### src/design/pnf_pkg.sv
package pnf_pkg;

    localparam int DEFAULT_FRAME_DEPTH = 64;
    localparam int SAMPLE_W            = 16;
    localparam int TARGET_W            = 16;
    localparam int GAIN_W              = 32;
    localparam logic [TARGET_W-1:0] TARGET_RESET = 16'h8000;

endpackage

### src/design/peak_normalize_frame.sv
// Frame peak normalizer. Samples of a frame (s_tdata, s_tlast on the last one) are taken one
// per cycle into a buffer of FRAME_DEPTH entries while the largest magnitude is tracked; a
// frame also closes when the buffer is full. The block then stops taking samples, computes
// gain = floor(target_level * 65536 / peak) in a bit-serial divider (one quotient bit per
// cycle), and sends the stored samples out in order as the saturated floor of sample *
// gain / 65536, with m_tlast on the last one. Each output takes four steps (buffer read,
// multiply, saturate, send), waiting in send on m_tready. An all-zero frame gives all-zero
// output. target_level is to be written through i_cfg_wr_en while the block is idle, which
// it does not enforce; it resets to 1.0 in unsigned Q1.15. No clearing pass follows reset.
module peak_normalize_frame #(
    parameter int FRAME_DEPTH = pnf_pkg::DEFAULT_FRAME_DEPTH
) (
    input  logic                         i_clk,
    input  logic                         i_rst_n,
    input  logic                         i_cfg_wr_en,
    input  logic [pnf_pkg::TARGET_W-1:0] i_cfg_wr_data,
    input  logic                         s_tvalid,
    output logic                         s_tready,
    input  logic [pnf_pkg::SAMPLE_W-1:0] s_tdata,   // [15:0] sample_in
    input  logic                         s_tlast,
    output logic                         m_tvalid,
    input  logic                         m_tready,
    output logic [pnf_pkg::SAMPLE_W-1:0] m_tdata,   // [15:0] sample_out
    output logic                         m_tlast
);
    import pnf_pkg::*;

    localparam int AW   = (FRAME_DEPTH > 1) ? $clog2(FRAME_DEPTH) : 1;
    localparam int FW   = $clog2(FRAME_DEPTH + 1);
    localparam int PW   = SAMPLE_W + GAIN_W + 1;

    typedef enum logic [2:0] {
        S_LOAD,
        S_DIV,
        S_RD,
        S_MUL,
        S_SAT,
        S_OUT
    } t_state;

    t_state                r_state;
    logic [TARGET_W-1:0]   r_target;
    logic [SAMPLE_W-1:0]   r_mem [FRAME_DEPTH];
    logic [SAMPLE_W-1:0]   r_rd;
    logic [SAMPLE_W-1:0]   r_peak;
    logic [FW-1:0]         r_fill;
    logic [AW-1:0]         r_k;
    logic [GAIN_W-1:0]     r_gain;
    logic signed [PW-1:0]  r_prod;
    logic                  r_div_start;
    logic                  r_m_valid;
    logic                  r_m_last;
    logic [SAMPLE_W-1:0]   r_m_data;

    logic                  n_accept;
    logic [SAMPLE_W-1:0]   n_mag;
    logic [SAMPLE_W-1:0]   n_peak;
    logic [FW-1:0]         n_fill;
    logic                  n_flush;
    logic                  n_last;
    logic [SAMPLE_W-1:0]   n_sat;
    logic                  div_done;
    logic [GAIN_W-1:0]     div_quot;

    pnf_div u_div (
        .i_clk      (i_clk),
        .i_rst_n    (i_rst_n),
        .i_start    (r_div_start),
        .i_dividend ({r_target, {(GAIN_W - TARGET_W){1'b0}}}),
        .i_divisor  (r_peak),
        .o_done     (div_done),
        .o_quotient (div_quot)
    );

    assign n_accept = s_tvalid && s_tready;
    assign n_mag    = s_tdata[SAMPLE_W-1] ? (~s_tdata + 1'b1) : s_tdata;
    assign n_peak   = (n_mag > r_peak) ? n_mag : r_peak;
    assign n_fill   = r_fill + 1'b1;
    assign n_flush  = s_tlast || (n_fill == FW'(FRAME_DEPTH));
    assign n_last   = (FW'(r_k) + FW'(1)) == r_fill;

    always_comb begin
        if (r_prod[PW-1:SAMPLE_W+SAMPLE_W-1] == '0 ||
            r_prod[PW-1:SAMPLE_W+SAMPLE_W-1] == '1) begin
            n_sat = r_prod[SAMPLE_W+SAMPLE_W-1:SAMPLE_W];
        end else if (r_prod[PW-1]) begin
            n_sat = {1'b1, {(SAMPLE_W - 1){1'b0}}};
        end else begin
            n_sat = {1'b0, {(SAMPLE_W - 1){1'b1}}};
        end
    end

    always_ff @(posedge i_clk) begin
        if (!i_rst_n) begin
            r_target <= TARGET_RESET;
        end else if (i_cfg_wr_en) begin
            r_target <= i_cfg_wr_data;
        end
    end

    always_ff @(posedge i_clk) begin
        if (n_accept) begin
            r_mem[r_fill[AW-1:0]] <= s_tdata;
        end
        if (r_state == S_RD) begin
            r_rd <= r_mem[r_k];
        end
    end

    always_ff @(posedge i_clk) begin
        if (!i_rst_n) begin
            r_state     <= S_LOAD;
            r_peak      <= '0;
            r_fill      <= '0;
            r_k         <= '0;
            r_div_start <= 1'b0;
            r_m_valid   <= 1'b0;
            r_m_last    <= 1'b0;
        end else begin
            r_div_start <= 1'b0;
            unique case (r_state)
                S_LOAD: begin
                    if (n_accept) begin
                        r_peak <= n_peak;
                        r_fill <= n_fill;
                        if (n_flush) begin
                            r_div_start <= 1'b1;
                            r_state     <= S_DIV;
                        end
                    end
                end
                S_DIV: begin
                    if (div_done) begin
                        r_gain  <= (r_peak == '0) ? '0 : div_quot;
                        r_k     <= '0;
                        r_state <= S_RD;
                    end
                end
                S_RD: begin
                    r_state <= S_MUL;
                end
                S_MUL: begin
                    r_prod  <= $signed(r_rd) * $signed({1'b0, r_gain});
                    r_state <= S_SAT;
                end
                S_SAT: begin
                    r_m_data  <= n_sat;
                    r_m_last  <= n_last;
                    r_m_valid <= 1'b1;
                    r_state   <= S_OUT;
                end
                S_OUT: begin
                    if (m_tready) begin
                        r_m_valid <= 1'b0;
                        if (r_m_last) begin
                            r_peak  <= '0;
                            r_fill  <= '0;
                            r_state <= S_LOAD;
                        end else begin
                            r_k     <= r_k + 1'b1;
                            r_state <= S_RD;
                        end
                    end
                end
                default: begin
                    r_state <= S_LOAD;
                end
            endcase
        end
    end

    assign s_tready = (r_state == S_LOAD);
    assign m_tvalid = r_m_valid;
    assign m_tdata  = r_m_data;
    assign m_tlast  = r_m_last;

endmodule

### src/design/pnf_div.sv
module pnf_div (
    input  logic                       i_clk,
    input  logic                       i_rst_n,
    input  logic                       i_start,
    input  logic [pnf_pkg::GAIN_W-1:0] i_dividend,
    input  logic [pnf_pkg::SAMPLE_W-1:0] i_divisor,
    output logic                       o_done,
    output logic [pnf_pkg::GAIN_W-1:0] o_quotient
);
    import pnf_pkg::*;

    localparam int CW = $clog2(GAIN_W);

    logic                  r_busy;
    logic                  r_done;
    logic [CW-1:0]         r_cnt;
    logic [SAMPLE_W-1:0]   r_rem;
    logic [SAMPLE_W-1:0]   r_div;
    logic [GAIN_W-1:0]     r_q;
    logic [SAMPLE_W:0]     n_rem_sh;
    logic [SAMPLE_W:0]     n_diff;
    logic                  n_ge;

    assign n_rem_sh = {r_rem, r_q[GAIN_W-1]};
    assign n_diff   = n_rem_sh - {1'b0, r_div};
    assign n_ge     = (n_rem_sh >= {1'b0, r_div});

    always_ff @(posedge i_clk) begin
        if (!i_rst_n) begin
            r_busy <= 1'b0;
            r_done <= 1'b0;
            r_cnt  <= '0;
        end else begin
            r_done <= 1'b0;
            if (i_start) begin
                r_busy <= 1'b1;
                r_cnt  <= '0;
            end else if (r_busy) begin
                r_cnt <= r_cnt + 1'b1;
                if (r_cnt == CW'(GAIN_W - 1)) begin
                    r_busy <= 1'b0;
                    r_done <= 1'b1;
                end
            end
        end
    end

    always_ff @(posedge i_clk) begin
        if (i_start) begin
            r_rem <= '0;
            r_div <= i_divisor;
            r_q   <= i_dividend;
        end else if (r_busy) begin
            r_rem <= n_ge ? n_diff[SAMPLE_W-1:0] : n_rem_sh[SAMPLE_W-1:0];
            r_q   <= {r_q[GAIN_W-2:0], n_ge};
        end
    end

    assign o_done     = r_done;
    assign o_quotient = r_q;

endmodule

### config.mk
export PLATFORM = sky130hd
export DESIGN_NAME = peak_normalize_frame
export DESIGN_NICKNAME = d
export VERILOG_FILES = /design/src/design/pnf_pkg.sv /design/src/design/peak_normalize_frame.sv /design/src/design/pnf_div.sv
export SDC_FILE = /design/constraint.sdc
export NUM_CORES = 2
export LEC_CHECK = 0
export BUFFER_PORTS_ARGS = -buffer_cell sky130_fd_sc_hd__buf_2
export CAP_MARGIN = 20
export CORE_MARGIN = 5
export CORE_UTILIZATION = 40
export CTS_BUF_LIST = sky130_fd_sc_hd__clkbuf_4 sky130_fd_sc_hd__clkbuf_8
export DETAILED_ROUTE_END_ITERATION = 16
export GPL_TIMING_DRIVEN = 1
export PLACE_DENSITY_LB_ADDON = 0.05
export RECOVER_POWER = 100
export REMOVE_ABC_BUFFERS = 1
export SYNTH_ARGS = -nofsm -noshare
export SYNTH_HDL_FRONTEND = slang
export SYNTH_SLANG_ARGS = --single-unit
### constraint.sdc
create_clock -name i_clk -period 14.21 [get_ports i_clk]
set_input_delay 0 -clock i_clk [delete_from_list [all_inputs] [get_ports i_clk]]
set_output_delay 0 -clock i_clk [all_outputs]
set_load 0.03 [all_outputs]
Word-level counts from Yosys, hierarchy flattened
Memory sizes are Yosys's and may differ from the RTL's. A register that Yosys moved wholly into a read port is not among the register bits.
Cells that the tools add are included.

word-level totals
  output and inout port bits = 19
  RAM bits = 1024
  register bits after elaboration = 219
  memories kept = 1

cells by class
  equality and inequality tests = 16
  bitwise operators = 3
  multipliers = 1
  mux-type cells = 34
  order comparisons = 2
  reduce and logical (&&, ||, !) cells = 21
  add/subtract/negate cells = 6

memory list
  memory  words  bits a word  rd ports  clocked after Yosys merged registers in  wr ports  line                        RTL
  r_mem   64     16           1         1                                        1         peak_normalize_frame.sv:43  logic [SAMPLE_W-1:0] r_mem [FRAME_DEPTH];

operator list
  kind                                                                      count
  16-bit two-way mux                                                        8
  32-bit two-way mux                                                        2
  16-bit by 33-bit multiplier with 49-bit output                            1
  16-bit one-hot mux with 2 select lines                                    1
  7-bit two-way mux                                                         3
  18-bit == test (second input constant)                                    1
  18-bit zero test                                                          1
  6-bit two-way mux                                                         3
  3-bit one-hot mux with 6 select lines                                     1
  17-bit by 16-bit >= comparator with 1-bit output                          1
  16-bit by 1-bit adder with 16-bit output (second input constant)          1
  16-bit greater-than comparator                                            1
  16-bit zero test                                                          1
  16-bit NOT                                                                1
  16-bit subtractor                                                         1
  7-bit one-hot mux with 2 select lines                                     1
  3-bit two-way mux                                                         4
  6-bit one-hot mux with 2 select lines                                     1
  4-bit AND reduction                                                       3
  1-bit two-way mux                                                         8
  2-bit by 1-bit inequality test with 1-bit output (second input constant)  4
  2-bit nonzero test                                                        4
  6-bit by 1-bit adder with 7-bit output (second input constant)            1
  7-bit by 1-bit adder with 7-bit output (second input constant)            1
  other kinds (20)                                                          29

Logic depth before layout (Yosys ltp)
  depth after elaboration = 7
  depth in mapped cells = 26
  gate-level depth less buffers = 25

Hierarchy
Synthesis repeated with hierarchy kept, for this count alone.

unflattened totals
  cell total of the unflattened synthesis = 4306
  area total of the unflattened synthesis = 65585.4 um2

modules (own cells, without submodules)
  module                area each (um2)  cells each  instances
  peak_normalize_frame  61860.6          3985        1
  pnf_div               3724.8           321         1

Least setup slack after synthesis
Ideal clock, no wire load.

  path type = register -> register
  from = register r_gain[10]
  to = register r_prod[43] (data pin)
  cell stages (with the launch flop) = 24
  buffers on the path = 1
  setup time = 0.260 ns
  required time = 13.950 ns
  path slack = 8.024 ns
  arrival = 5.926 ns
  path through = edfxtp_1 > clkbuf_1 > nand2_1 > fa_1 > fa_1 > fa_1 > fa_1 > inv_1 > fa_1 > inv_1 > fa_1 > inv_1 > ha_1 > a21oi_1 > o221ai_1 > a211oi_1 > o21ai_2 > a31o_2 > o21ai_2 > o31a_4 > o211ai_2 > a21oi_2 > o21ai_2 > xor2_1

on the way
  longest elaborated chain between the ends = 1

ends and longest elaborated chain
  item                                            line                         RTL
  start, declared                                 peak_normalize_frame.sv:48   logic [GAIN_W-1:0] r_gain;
  start signal, assigned                          peak_normalize_frame.sv:134  r_gain <= (r_peak == '0) ? '0 : div_quot;
  16-bit by 33-bit multiplier with 49-bit output  peak_normalize_frame.sv:143  r_prod <= $signed(r_rd) * $signed({1'b0, r_gain});
  end signal, assigned                            peak_normalize_frame.sv:143
  end, declared                                   peak_normalize_frame.sv:49   logic signed [PW-1:0] r_prod;

No other way between the ends.
A chain may end at the register's enable or synchronous reset.

Worst setup path in the final report
  from = register r_rd[3], read port of r_mem
  to = register r_prod[43] (data pin)

on the way
  longest elaborated chain between the ends = 1

ends and longest elaborated chain
  item                                            line                         RTL
  start, declared                                 peak_normalize_frame.sv:44   logic [SAMPLE_W-1:0] r_rd;
  16-bit by 33-bit multiplier with 49-bit output  peak_normalize_frame.sv:143

No other way between the ends.

==> impl_metrics.toml <==
[floorplanning]
io_pins = 57
core_sq_mm = 0.162
dieArea_sq_mm = 0.171
die_h_microns = 413
die_width_microns = 413
start_util_pct = 40.1
rows = 148

[power_and_ir_drop]
ir_worst_vdd_mv = 0.0897
leakage_nw = 26.4
p_total_w = 0.00758
power.density_mw_per_mm2 = 104

[detailed_routing]
viasPerCell = 5.14
drt_wl_total_mm = 172
drt_iter0_drc = 2542
drc = 0
wl_per_cell_microns = 24.9
postRouteAntennaNets = 0
via_count = 35300
firstDrtPassIters = 5

[critical_path]
worstSetupEndpointType = "register"
path_delay_family = "adder cells"
cp_num_buf_inv = 4
r2r-end = "r_prod[43]$_DFFE_PP_"
crit_arrival_ns = 8.90
ff2ff_path_depth = 23
worstPathCellList = "clkbuf_1 > nand2_1 > fa_1 > fa_1 > fa_1 > fa_1 > inv_1 > fa_1 > inv_1 > fa_1 > inv_1 > ha_1 > nand4_1 > o221ai_1 > a211oi_1 > o21ai_0 > a31o_2 > o21ai_0 > o31a_4 > o211ai_1 > a21oi_1 > o21ai_0 > xor2_1"
crit_slowest_cell = "clkbuf_1"
r2r_slack_ns = 5.92
worstSetupPathType = "reg -> reg"
path_max_fanout = 21
cp.required_ns = 14.83
critical-path-max-stage-delay_ns = 0.98
start_kind = "register"
cpMostUsedCell = "fa_1"
worstReg2RegStart = "r_rd[3]$_DFFE_PP_"

[sta]
finalCritPeriodShare_pct = 58.3
hold_viol = 0
worst_clock_skew_ns = 0.0421
setup_ws_ns = 5.92
worst_slew_pin_slew_ns = 3.93
rsz0062_at_grt = "false"
finalSetupViolations = 0
fin_tns_setup_ns = 0
relSlewSlack_pct = -162
fmax_ghz = 0.121
period_minus_slack_ns = 8.29
drv_slew = 1570

[place]
dp_hpwl_mm = 108
placement.io_buffers = 56
post_dp_cell_area_sq_mm = 0.0683
pre_cts_ws_ns = 7.08
gp_congestion = 0.767

[synth]
yosysWarnings = 0
syn_inst = 4252
yosysUniqueCellTypes = 71
synth_area_sq_mm = 0.0651
seq_area_frac_synth_pct = 56.0
ys.flop_type = "edfxtp_1"
avgSynthCellArea_sq_um = 15.3
async_reset_ff_share_pct = 0
synth-seq-cells = 1243
synth_edf_count = 1153

[cts]
cts_buffers = 208
cts_sinks = 1243
clock_latency_ns = 0.92
htree_levels = 4
cts_max_path_buffers = 3
post_cts_resized = 0
cts_tree = "yes"
clock-root-buffer = "clkbuf_8"
path_clk_slew_ns = 0.06

[global_route]
antenna_found_initial = 18
grt_use_total_pct = 20.4
grt_start_max_net_pins = 103
grt_pass1_vias = 37800
grt_pass1_wl_mm = 254
grt-ovfl-total = 0

[worst_hold_path]
min_from = "m_tready"
hold_class = "in -> reg"
hold_end = "r_state[2]$_SDFFE_PN0P_"
hold_depth = 4

[status]
violations = "max-capacitance violations, max-slew violations"
status = "complete, but fails checks"

[cells_and_area]
layout-drive-gt1-share_pct = 16.5
stdcell_area_sq_mm = 0.0729
layout.nets = 5163
syn_to_final_growth_pct = 12.0

[flow_run]
max_cap_viol_count = 39
flip-flops by register name, summed over array words and instances, names as in the netlist, 3 cells and up:
| signal | flops |
|---|---|
| u_div.r_cnt | 5 |
| r_peak | 16 |
| u_div.r_rem | 16 |
| r_mem | 1024 |
| r_gain | 32 |
| r_fill | 7 |
| u_div.r_div | 16 |
| r_rd | 16 |
| m_tdata | 16 |
| r_target | 16 |
| r_k | 6 |
| r_prod | 33 |
| r_state | 3 |
| u_div.o_quotient | 32 |
cell usage in the layout (no fill, tap or decap), types with 34 or more instances in the layout:
cell	instances
buf_2	34
and2_0	41
nor2_1	127
edfxtp_1	1153
dfxtp_1	86
a21o_1	51
a21oi_1	51
nand2_1	347
nor2b_1	43
ha_1	188
clkinv_1	54
clkbuf_4	74
clkbuf_8	218
mux2i_1	46
and2_1	227
dlygate4sd3_1	91
o21ai_0	51
inv_1	553
xnor2_1	42
nor2_2	34
clkbuf_1	110
fa_1	418
mux4_2	336
timing repair:
action                     CTS  global route
hold buffers                91             0
setup buffers                0             0
hold endpoints to repair  1079             0
cells in the mapped netlist, types with 14 or more instances:
cell	n	share of area [%]
xnor2_1	42	0.57
o21ai_0	43	0.33
a22o_1	16	0.22
and2_1	268	2.6
nor2_1	162	0.93
edfxtp_1	1153	53
inv_1	553	3.2
a21oi_1	50	0.38
mux4_2	336	12
mux2i_1	46	0.71
nand4_1	24	0.23
buf_1	14	0.081
nand2b_1	26	0.25
a21o_1	51	0.59
fa_1	418	13
ha_1	188	3.6
clkbuf_1	166	0.96
nand2_1	346	2.0
nor2b_1	42	0.40
xor2_1	27	0.36
dfxtp_1	90	2.8
nand3_1	18	0.14
power by group:
group	internal (W)	switching (W)	total (W)
clock	0.00167	0.00150	0.00316
combinational	0.000134	0.000214	0.000348
sequential	0.00404	0.0000268	0.00407
final cells by class:
type,count,area [sq um]
diodes,7,17.5
fillers,14700,89300
multi-input cells,2249,25700
well taps,2175,2720
inverters,553,2080
repair buffers,264,1740
clock inverters,93,598
clock buffers,292,3560
flip-flops and latches,1243,36400
through the flow:
step	util [%]	hold slack (ns)	std cells
after floorplan	-	0.0619	4045
after global placement	42.1	0.214	6390
after detailed placement	42.1	0.232	6391
after CTS	45.2	0.0330	6867
after global routing	44.9	0.0897	6872
final	44.9	0.114	6876
how the worst max path moves through the flow:
stage          cells past startpoint           startpoint  slack, ns              endpoint
2_1_floorplan                      6  r_k[0]$_SDFFE_PN0P_       1.81  m_tlast$_SDFFE_PN0P_
3_3_place_gp                      23   r_rd[15]$_DFFE_PP_       7.14  r_prod[48]$_DFFE_PP_
3_5_place_dp                      23   r_rd[15]$_DFFE_PP_       7.08  r_prod[48]$_DFFE_PP_
4_1_cts                           23   r_rd[15]$_DFFE_PP_       7.05  r_prod[48]$_DFFE_PP_
5_1_grt                            5  r_k[0]$_SDFFE_PN0P_       5.36    r_rd[12]$_DFFE_PP_
6_report                          23    r_rd[3]$_DFFE_PP_       5.92  r_prod[43]$_DFFE_PP_
per-layer routing:
layer / vias up / global-route usage [%] / share of wire [%]
li1: 15700 / - / -
met2: 858 / 33.7 / 49
met4: 2 / 5.39 / 2.2
met5: - / 0 / 0.0076
met1: 18600 / 28.0 / 44
met3: 228 / 3.60 / 4.9
cells by family (layout without fill, tap and decap cells):
| family | count (synthesis) | after routing | share of synthesized area [%] |
|---|---|---|---|
| adder cells (fa/ha/maj) | 606 | 606 | 16.5 |
| AO/OA/AOI/OAI | 245 | 245 | 2.57 |
| other | 0 | 7 | 0 |
| flip-flops | 1243 | 1243 | 56.0 |
| XOR/XNOR | 69 | 69 | 0.929 |
| AND/OR/NAND/NOR | 945 | 945 | 7.13 |
| multiplexers | 384 | 384 | 12.4 |
| buffers and inverters | 760 | 1202 | 4.56 |
worst min-delay path, delay by kind of cell:
kind | cells | cell delay [ns]
buffers and inverters | 2 | 0.73
AO/OA/AOI/OAI | 2 | 0.24
Note: power is estimated with default switching activity, not from simulation.
